### src/hw/rtl/cdg_pkg.sv
`timescale 1ns / 1ps
// cdg_pkg: shared widths, register indexes and transaction types for the
// central difference gradient core. No dependencies.
package cdg_pkg;

    localparam int MAX_WIDTH   = 1024;
    localparam int MAX_HEIGHT  = 4096;
    localparam int PIX_BITS    = 16;
    localparam int GRAD_BITS   = PIX_BITS + 1;
    localparam int COL_BITS    = $clog2(MAX_WIDTH);
    localparam int ROW_BITS    = $clog2(MAX_HEIGHT);
    localparam int WREG_BITS   = 11;
    localparam int HREG_BITS   = 13;
    localparam int CFG_DBITS   = 13;
    localparam int QUEUE_DEPTH = 8;
    localparam int QUEUE_AW    = $clog2(QUEUE_DEPTH);
    localparam int QUEUE_CW    = QUEUE_AW + 1;
    localparam int MAX_PUSH    = 3;

    localparam logic CFG_WIDTH  = 1'b0;
    localparam logic CFG_HEIGHT = 1'b1;

    localparam logic [COL_BITS-1:0] RST_COL_LAST = COL_BITS'(640 - 1);
    localparam logic [ROW_BITS-1:0] RST_ROW_LAST = ROW_BITS'(480 - 1);

    typedef struct packed {
        logic signed [GRAD_BITS-1:0] grad_x;
        logic signed [GRAD_BITS-1:0] grad_y;
        logic [ROW_BITS-1:0]         row;
        logic [COL_BITS-1:0]         col;
        logic                        frame_end;
    } t_result;

    typedef struct packed {
        logic [PIX_BITS-1:0] pixel;
        logic [ROW_BITS-1:0] row;
        logic [COL_BITS-1:0] col;
        logic                above_en;
        logic                gy_en;
        logic                x_edge;
        logic                last_row;
        logic                col_ge1;
        logic                col_ge2;
        logic                col_last;
    } t_stage;

endpackage

### src/hw/rtl/cdg_grad_calc.sv
`timescale 1ns / 1ps
// cdg_grad_calc: forms the up to three results of one pixel from the stage
// register and the row memory data; holds the last-row pixel history. Uses cdg_pkg.
module cdg_grad_calc
    import cdg_pkg::*;
(
    input  logic                i_clk,
    input  logic                i_rst_n,
    input  logic                i_restart,
    input  logic                i_valid,
    input  t_stage              i_stage,
    input  logic [PIX_BITS-1:0] i_newer_cur,
    input  logic [PIX_BITS-1:0] i_newer_next,
    input  logic [PIX_BITS-1:0] i_older_cur,
    output logic [1:0]          o_push_n,
    output t_result [MAX_PUSH-1:0] o_res
);

    logic [PIX_BITS-1:0] r_left;
    logic [PIX_BITS-1:0] r_prev;
    logic [PIX_BITS-1:0] r_prev2;

    always_ff @(posedge i_clk) begin
        if (i_valid) begin
            r_left <= i_newer_cur;
        end
    end

    always_ff @(posedge i_clk) begin
        if (!i_rst_n || i_restart) begin
            r_prev  <= '0;
            r_prev2 <= '0;
        end else if (i_valid && i_stage.last_row) begin
            r_prev2 <= r_prev;
            r_prev  <= i_stage.pixel;
        end
    end

    always_comb begin
        o_res[0].grad_x    = i_stage.x_edge ? '0 :
                             $signed({1'b0, i_newer_next}) - $signed({1'b0, r_left});
        o_res[0].grad_y    = i_stage.gy_en ?
                             $signed({1'b0, i_stage.pixel}) - $signed({1'b0, i_older_cur}) :
                             '0;
        o_res[0].row       = i_stage.row - ROW_BITS'(1);
        o_res[0].col       = i_stage.col;
        o_res[0].frame_end = 1'b0;

        o_res[1].grad_x    = i_stage.col_ge2 ?
                             $signed({1'b0, i_stage.pixel}) - $signed({1'b0, r_prev2}) :
                             '0;
        o_res[1].grad_y    = '0;
        o_res[1].row       = i_stage.row;
        o_res[1].col       = i_stage.col - COL_BITS'(1);
        o_res[1].frame_end = 1'b0;

        o_res[2].grad_x    = '0;
        o_res[2].grad_y    = '0;
        o_res[2].row       = i_stage.row;
        o_res[2].col       = i_stage.col;
        o_res[2].frame_end = 1'b1;

        // last row implies row >= 2 and the final column implies col >= 2,
        // so the valid results always form a prefix
        if (!i_valid || !i_stage.above_en) begin
            o_push_n = 2'd0;
        end else if (!i_stage.last_row || !i_stage.col_ge1) begin
            o_push_n = 2'd1;
        end else if (!i_stage.col_last) begin
            o_push_n = 2'd2;
        end else begin
            o_push_n = 2'd3;
        end
    end

endmodule

### config.mk
export PLATFORM = sky130hd
export DESIGN_NAME = cdg_grad_calc
export DESIGN_NICKNAME = d
export VERILOG_FILES = /design/src/hw/rtl/cdg_pkg.sv /design/src/hw/rtl/cdg_grad_calc.sv
export SDC_FILE = /design/constraint.sdc
export NUM_CORES = 1
export LEC_CHECK = 0
export BUFFER_PORTS_ARGS = -buffer_cell sky130_fd_sc_hd__buf_2
export CORE_MARGIN = 3
export CORE_UTILIZATION = 44
export CTS_BUF_LIST = sky130_fd_sc_hd__clkbuf_4
export CTS_CLUSTER_DIAMETER = 40
export CTS_CLUSTER_SIZE = 14
export DETAILED_ROUTE_END_ITERATION = 8
export PLACE_DENSITY_LB_ADDON = 0.3
export SYNTH_ARGS = -nofsm -noshare
export SYNTH_HDL_FRONTEND = slang
export SYNTH_SLANG_ARGS = --single-unit
### constraint.sdc
create_clock -name i_clk -period 3.9 [get_ports i_clk]
set_clock_uncertainty 0.05 [all_clocks]
set_input_delay 1.17 -clock i_clk [delete_from_list [all_inputs] [get_ports i_clk]]
set_output_delay 1.17 -clock i_clk [all_outputs]
set_load 0.05 [all_outputs]
==> results of run 1 <==
per-layer routing:
layer | vias up | track usage (%) | routed length, um
met3 | 59 | 5.04 | 1290
met2 | 256 | 48.8 | 10700
met5 | - | 0 | 13
met4 | 2 | 8.72 | 524
li1 | 2997 | - | -
met1 | 3006 | 28.2 | 7460
final cells by class:
class                   count  area [um2]  share of cell area [%]
clock inverters             3        17.5                   0.191
repair buffers            368        2710                    29.6
well taps                 143         179                    1.95
diodes                      1        2.50                  0.0273
inverters                  66         294                    3.21
multi-input cells         556        4800                    52.4
clock buffers               5        37.5                   0.410
flip-flops and latches     48        1120                    12.2
worst max-delay path by stage:
stage                          startpoint    endpoint  slack, ns  cells past startpoint
after detailed placement  i_newer_next[0]   o_res[54]      -0.62                     11
after CTS                     i_stage[29]  o_res[109]      -0.41                     12
after floorplan           i_newer_next[0]   o_res[54]      -0.35                      9
after global placement        i_stage[29]  o_res[111]      -0.61                     11
final                     i_newer_next[0]   o_res[54]      -0.59                     13
after global routing      i_newer_next[0]   o_res[54]      -0.67                     13
cell usage after synthesis, drive strengths merged (7+ instances only):
master | number | area, um2
dfxtp | 32 | 641
nand3 | 9 | 45.0
a211oi | 11 | 82.6
nor4 | 7 | 43.8
o21a | 11 | 82.6
buf | 99 | 741
clkbuf | 17 | 63.8
xnor2 | 17 | 149
nor2b | 11 | 68.8
a21o | 11 | 82.6
a21oi | 56 | 280
edfxtp | 16 | 480
nor2 | 55 | 206
o21ai | 22 | 110
nor3 | 23 | 115
inv | 66 | 248
ha | 53 | 663
nand2b | 10 | 62.6
nand2 | 103 | 387
a31oi | 10 | 68.8
xor2 | 19 | 166
critical path, stage by stage:
cell and delay, ns:
buf_8 0.09, inv_12 0.03, ha_4 0.14, fa_2 0.35
nor2b_2 0.14, o31a_1 0.21, o211ai_1 0.12, buf_4 0.18
a211oi_4 0.24, buf_4 0.17, nor4_4 0.04, nor3_4 0.20
buf_6 0.18
cell families after synthesis:
group / count (synthesis) / share of synthesized area (%)
other: 2 / 0.139
xor gates and xnor gates: 36 / 5.82
muxes: 4 / 0.785
DFF: 48 / 20.7
and+or+nand+nor: 252 / 21.6
AOI/OAI and AO/OA: 154 / 18.3
adders and majority gates: 56 / 13.3
buffers and inverters: 182 / 19.4
sequential cells by signal, summed over array words and instances, names as in the netlist:
name and cells:
r_left 16, r_prev 16, r_prev2 16
what timing repair did:
item	CTS	global route
resized for setup	199	62
setup buffers	23	12
pin swaps	78	46
endpoints found under the setup margin	40	43
hold buffers	0	0
per-stage QoR:
step	TNS (ns)	util [%]	instances	instance area (um2)	setup WS, ns
3_3_place_gp	-13.59	66.0	1153	7730	-0.614
2_1_floorplan	-2.95	-	786	6350	-0.347
6_report	-8.24	78.2	1190	9160	-0.587
4_1_cts	-6.60	75.1	1181	8790	-0.408
3_5_place_dp	-13.97	66.0	1153	7730	-0.622
5_1_grt	-10.79	78.2	1190	9160	-0.665
power by group through the flow:
| stage | clock network, mW | registers [mW] | logic (mW) |
|---|---|---|---|
| after floorplan | 0 | 0.551 | 1.05 |
| after global placement | 0 | 0.552 | 1.35 |
| after detailed placement | 0 | 0.553 | 1.37 |
| after CTS | 0.255 | 0.541 | 1.57 |
| after global routing | 0.281 | 0.546 | 1.79 |
| final | 0.254 | 0.544 | 1.70 |
==> metrics, run 1 <==
Reg clk slew, reported paths=0.15 ns; most common cell after layout, fill and taps aside=buf_2; sw power=1.24 mW; sequential fraction of the synthesis area=20.7%; EDFF count, synth=16; GRT overflow=0; Hold Path Origin=r_prev[12]$_SDFFE_PP0P_; total track usage=25.7%; FF+latch count, synth=48; Bufs on Longest Clock Path=2; Worst R2R Path Depth=2; largest net degree at the start of global routing=33; PwrDens=273 nW/um2; P_leak=4.15 nW; die width=117 um; CP Capture Type=primary output; ys async rst share=0%; switching power share of the total=49.8%; final wirelength=20000 um; full die area=13700 um2; mean routed wirelength per cell=16.8 um; sink of the worst hold path=r_prev2[12]$_SDFFE_PP0P_; Die Span Y=117 um; total power=2.50 mW; starting density of the core=46.3%; placer's final routability congestion estimate=0.909; Max Fclk=0.223 GHz; DRT iter0 DRCs=378; core footprint=11700 um2; Combinational Power Share=68.1%; Synth Flop Type=dfxtp_1; synth warn=0; Hold Fails Final Rpt=0; row count=39; number of global-route vias before repair=6060; DRC viols=0; share of post-route cells with drive strength above 1=53.2%; worst vdd ir=0.160 mV; CTS tree=done; final setup vio count=33; Mapped Cells=734; # clock sinks=48; origin of the critical flop-to-flop path=r_prev2[0]$_SDFFE_PP0P_; minimum clock period after layout=4.49 ns; first-pass iteration count of the detailed router=5; commonest cells after routing, fill and taps aside=buf_2, buf_4, nand2_1, inv_1, conb_1; max-cap viol count=0; critical path arrival=3.27 ns; syn_area_per_cell=7.39 um2; CTS root buffer=clkbuf_4; clock power share=10.2%; first-pass GRT wire length=28400 um; min-delay worst type=flop to flop; Pint=1.26 mW; Unique masters post-synth=56; RR Endpoint=r_prev2[0]$_SDFFE_PP0P_; Hold Worst Slack=0.407 ns; IO Count=270; Area Overhead vs Synth=68.9%; Flop pwr share=21.8%; Worst slew margin=28.2%; Netlist Area Pre-Place=5420 um2; CTS H-Tree Depth=2; TritonCTS buffer count=5; hold path depth=2; HPWL Detailed=13100 um; I/O Buffers=215; vias per inst=5.31; Setup crit start kind=input port; slew of the pin with the lowest slew margin=1.07 ns; Setup WS post-layout=-0.587 ns; fin crit share=115%; Routed Antenna Nets=0; RSZ-0062 raised after global routing=yes; status=complete, but fails checks; failing checks=setup timing; fin. max-slew vios=0; FILL cells=796; initial antenna violation count=2; Worst EP required=2.68 ns; CP Class=input port to primary output; Layout Nets=1198; worst skew pair latency=0.38 ns; reg2reg setup slack=3.12 ns; crit path max fanout=3; via count=6320
Note: power is estimated with default switching activity, not from simulation.
==> run 2, diff against run 1 <==
--- a/config.mk
+++ b/config.mk
@@ -8,2 +8,3 @@
 export BUFFER_PORTS_ARGS = -buffer_cell sky130_fd_sc_hd__buf_2
+export CAP_MARGIN = 20
 export CORE_MARGIN = 3
@@ -12,3 +13,3 @@
 export CTS_CLUSTER_DIAMETER = 40
-export CTS_CLUSTER_SIZE = 14
+export CTS_CLUSTER_SIZE = 16
 export DETAILED_ROUTE_END_ITERATION = 8
==> constraint.sdc (replaced) <==
create_clock -name i_clk -period 3.9 [get_ports i_clk]
set_clock_uncertainty 0.05 [all_clocks]
set_input_delay 0.78 -clock i_clk [delete_from_list [all_inputs] [get_ports i_clk]]
set_output_delay 0.78 -clock i_clk [all_outputs]
set_load 0.05 [all_outputs]
==> run 2 against run 1 <==
The run now ends clean. First-iteration DRC count decreased by 39%. Cell count is 12% lower. Highest routed layer is now met4. Register-to-register slack gained 0.05 ns. Clock-buffer cell count unchanged.
==> metrics, run 2 (same netlist as run 1, synthesis figures left out) <==
status=completed; I/O Buffers=215; crit path max fanout=4; multi-input combinational cell area=3500 um2; starting density of the core=46.3%; vias per inst=5.03; worst skew pair latency=0.35 ns; # placed instances=1038; Hold Worst Slack=0.389 ns; IO Count=270; fin. max-slew vios=0; Hold Fails Final Rpt=0; min-delay worst type=flop to flop; row count=39; fin area=6340 um2; via count=5268; PwrDens=321 nW/um2; slew of the pin with the lowest slew margin=0.817 ns; Die Span Y=117 um; initial antenna violation count=0; Hold Path Origin=r_prev[10]$_SDFFE_PP0P_; full die area=13700 um2; Setup crit start kind=input port; Reg clk slew, reported paths=0.16 ns; Layout Nets=1056; worst vdd ir=0.171 mV; first-pass GRT wire length=20400 um; first-pass iteration count of the detailed router=4; GRT overflow=0; Bufs on Longest Clock Path=2; DRT iter0 DRCs=231; Area Overhead vs Synth=17.0%; total track usage=18.1%; placer's final routability congestion estimate=0.860; setup TNS=0 ns; top flop regs=r_left (16), r_prev2 (16), r_prev (16); Worst slew margin=45.5%; core footprint=11700 um2; number of global-route vias before repair=4508; post-placement cell area=6170 um2; share of post-route cells with drive strength above 1=27.4%; Ant. Diodes=0; most common cell after layout, fill and taps aside=buf_2; CP Class=input port to primary output; fin cells=1047; final setup vio count=0; CTS tree=done; final wirelength=13700 um; largest net degree at the start of global routing=33; CTS root buffer=clkbuf_4; CP Capture Type=primary output; Routed Antenna Nets=0; TritonCTS buffer count=5; DRC viols=0; Register Area=1120 um2; origin of the critical flop-to-flop path=r_prev2[1]$_SDFFE_PP0P_; mean routed wirelength per cell=13.1 um; P_leak=3.14 nW; Util after Layout=54.2%; critical path arrival=2.95 ns; max-cap viol count=0; minimum clock period after layout=3.78 ns; CTS H-Tree Depth=2; Hold Buf Count CTS=0; fin crit share=97.0%; # clock sinks=48; Worst EP required=3.07 ns; commonest cells after routing, fill and taps aside=buf_2, nand2_1, inv_1, a21oi_1, nor2_1; die width=117 um; Max Fclk=0.264 GHz; FILL cells=1196; HPWL Detailed=11400 um; Worst Setup SP=i_stage[29]
[run 2: cell types whose count changed in the layout (fill, tap and decap cells not counted), moves of 17 or more]
cell and change:
buf_2 +58, ha_4 -28, nor2_1 +21, ha_1 +29, buf_4 -133, buf_8 -17
buf_6 -50
[run 2: worst paths after layout]
kind	endpoint	depth (start not counted)	slack (ns)
min	r_prev2[10]$_SDFFE_PP0P_	2	0.39
max	o_res[37]	11	0.12
min reg2reg	r_prev2[10]$_SDFFE_PP0P_	2	0.39
max reg2reg	r_prev2[1]$_SDFFE_PP0P_	2	3.17
[run 2: area by class of cell]
| cell class | count | area share (%) |
|---|---|---|
| Clock buffer | 5 | 0.592 |
| Clock inverter | 3 | 1.08 |
| Inverter | 66 | 3.90 |
| Multi-Input combinational cell | 556 | 55.2 |
| Sequential cell | 48 | 17.7 |
| Tap cell | 143 | 2.82 |
| Timing Repair Buffer | 226 | 18.8 |
[run 2: worst max-delay path, stage by stage]
cell	delay, ns
buf_2	0.09
inv_1	0.07
ha_1	0.22
fa_1	0.39
nor2b_2	0.14
o31a_1	0.19
a41oi_2	0.21
a21o_1	0.24
nor4b_1	0.25
a211o_1	0.15
clkbuf_4	0.22
[run 2: repair_timing]
item / in CTS / in global routing
setup buffers: 0 / 0
setup endpoints to repair: 0 / 5
resized for setup: 0 / 11
[run 2: metal layers]
metal  up-vias  GRT usage [%]  wire [um]  share of wire [%]
met5         -              0          0                  0
met4         0           2.29        107               0.78
met3         8           3.29        824                6.0
met2       175           32.2       6790                 50
met1      2371           23.5       5940                 43
li1       2714              -          -                  -
[run 2: power breakdown]
| group | leakage [nW] | internal, mW | switching (mW) |
|---|---|---|---|
| clock | 0.0558 | 0.202 | 0.171 |
| combinational | 2.67 | 0.301 | 0.823 |
| sequential | 0.415 | 0.535 | 0.00563 |
[run 2: stage by stage]
step           worst slack (ns)  total power [mW]
3_5_place_dp             0.0538              1.66
3_3_place_gp             0.0236              1.66
4_1_cts                  0.0223              2.04
2_1_floorplan            0.0115              1.48
5_1_grt                -0.00541              2.16
6_report                  0.117              2.04
==> run 3, diff against run 2 <==
CORE_UTILIZATION = 40   (was 44)
==> run 3 against run 2 <==
Die area up 9.5%. Total power fell by 7.0%. Design area down 0.73%. Cell count is 2.7% higher. Non-clock buffer count fell by 1. Critical path type unchanged. Largest cell class unchanged. Highest routed layer is now met5.
==> metrics, run 3 (same netlist as run 1, synthesis figures left out) <==
CTS tree=done; switching power share of the total=52.1%; IO Count=270; final setup vio count=0; worst skew pair latency=0.36 ns; worst vdd ir=0.163 mV; CP Capture Type=primary output; mean routed wirelength per cell=12.6 um; first-pass iteration count of the detailed router=5; sw power=987 uW; RR Endpoint=r_prev2[1]$_SDFFE_PP0P_; CTS H-Tree Depth=2; slowest stage delay, CP=0.37 ns; Worst slew margin=64.4%; Routed Antenna Nets=0; DRT met1 WL=5970 um; RSZ-0062 raised after global routing=no; slowest CP cell=fa_1; die width=122 um; CTS root buffer=clkbuf_4; total power=1.90 mW; post-placement cell area=6200 um2; CP cell instances=buf_2, inv_1, ha_1, fa_1, nor2b_1, o31a_1, a41oi_2, a21o_1, nor4b_1, a211o_1, clkbuf_4; fin. max-slew vios=0; # clock sinks=48; Register Area=1120 um2; slew of the pin with the lowest slew margin=0.534 ns; Bufs on Longest Clock Path=2; Max Fclk=0.266 GHz; Setup WS post-layout=0.137 ns; DR WL met2=6510 um; max-cap viol count=0; initial antenna violation count=1; starting density of the core=41.9%; Worst Setup SP=i_stage[29]; Die Span Y=122 um; # placed instances=1066; Pint=909 uW; FILL cells=1385; I/O Buffers=215; DRT iter0 DRCs=250; Layout Nets=1055; DR WL met3=912 um; Combinational Power Share=58.8%; GRT overflow=0; clock power share=12.7%; status=completed; minimum clock period after layout=3.76 ns; most common cell after layout, fill and taps aside=buf_2; DRC viols=0; origin of the critical flop-to-flop path=r_prev2[1]$_SDFFE_PP0P_; post-place setup slack=0.0814 ns; P_leak=3.11 nW; final wirelength=13600 um; Flop pwr share=28.5%; Worst EP required=3.07 ns; min-delay worst type=flop to flop; Area Overhead vs Synth=16.2%; fin area=6300 um2; reg2reg setup slack=3.18 ns; setup TNS=0 ns; via count=5180; Hold Fails Final Rpt=0; largest net degree at the start of global routing=33; Ant. Diodes=0; Reg clk slew, reported paths=0.13 ns; top flop regs=r_left (16), r_prev2 (16), r_prev (16); end point of the critical path=o_res[37]; fin cells=1075; core footprint=12900 um2; row count=41; total track usage=16.6%; CP Class=input port to primary output; # Post-CTS Setup Buffers=0; share of post-route cells with drive strength above 1=26.9%; critical path arrival=2.93 ns; Setup crit start kind=input port; full die area=15000 um2; placer's final routability congestion estimate=0.863; PwrDens=301 nW/um2; TritonCTS buffer count=5; HPWL Detailed=11300 um; Worst R2R Path Depth=2; top sig layer=met5; commonest cells after routing, fill and taps aside=buf_2, nand2_1, inv_1, a21oi_1, nor2_1; vias per inst=4.82; number of global-route vias before repair=4353; crit path max fanout=4; first-pass GRT wire length=20600 um; multi-input combinational cell area=3480 um2; fin crit share=96.5%
-- run 3: changes by cell type in the layout (fill, tap and decap cells not counted), sizes merged --
cell      previous run  this run
clkinvlp             0         1
bufinv               2         0
-- run 3: cell type report --
class,count,share of cell area [%]
clock buffer,6,0.715
inverter,66,3.93
clock inverter,2,0.179
timing repair buffer,225,18.7
multi-input combinational,556,55.3
tap,172,3.42
sequential,48,17.8
-- run 3: metrics by stage --
| step | hold slack [ns] | util [%] |
|---|---|---|
| after floorplan | 0.382 | - |
| after global placement | 0.388 | 48.0 |
| after detailed placement | 0.391 | 48.0 |
| after CTS | 0.398 | 48.4 |
| after global routing | 0.425 | 48.7 |
| final | 0.403 | 48.7 |
-- run 3: how the worst min path moves through the flow --
stage | from | end | slack (ns) | cells past startpoint
floorplan | r_prev[10]$_SDFFE_PP0P_ | r_prev2[10]$_SDFFE_PP0P_ | 0.38 | 2
global placement | r_prev[11]$_SDFFE_PP0P_ | r_prev2[11]$_SDFFE_PP0P_ | 0.39 | 2
detailed placement | r_prev[11]$_SDFFE_PP0P_ | r_prev2[11]$_SDFFE_PP0P_ | 0.39 | 2
CTS | r_prev[11]$_SDFFE_PP0P_ | r_prev2[11]$_SDFFE_PP0P_ | 0.40 | 2
global route | r_prev[11]$_SDFFE_PP0P_ | r_prev2[11]$_SDFFE_PP0P_ | 0.42 | 2
finish | r_prev[10]$_SDFFE_PP0P_ | r_prev2[10]$_SDFFE_PP0P_ | 0.40 | 2
-- run 3: layer usage --
metal  vias to the layer above  GRT usage [%]
li1                       2708              -
met1                      2287           22.2
met2                       168           27.8
met3                        15           3.32
met4                         2           3.50
met5                         -              0
-- run 3: worst max-delay path, delay by kind of cell --
family	cells	cell delay, ns
adders and majority gates	2	0.59
and+or+nand+nor	2	0.40
AOI/OAI and AO/OA	4	0.77
buffers and inverters	3	0.37
-- run 3: power groups by stage --
stage / Combinational, mW / Sequential (mW) / Clock (mW)
floorplan: 0.933 / 0.551 / 0
global placement: 1.11 / 0.552 / 0
detailed placement: 1.11 / 0.552 / 0
CTS: 1.11 / 0.541 / 0.247
global route: 1.20 / 0.543 / 0.265
finish: 1.11 / 0.541 / 0.240
-- run 3: timing repair --
| item | CTS | global route |
|---|---|---|
| hold endpoints to repair | 0 | 0 |
| hold buffers | 0 | 0 |
| resized for setup | 0 | 4 |
| setup endpoints to repair | 0 | 2 |
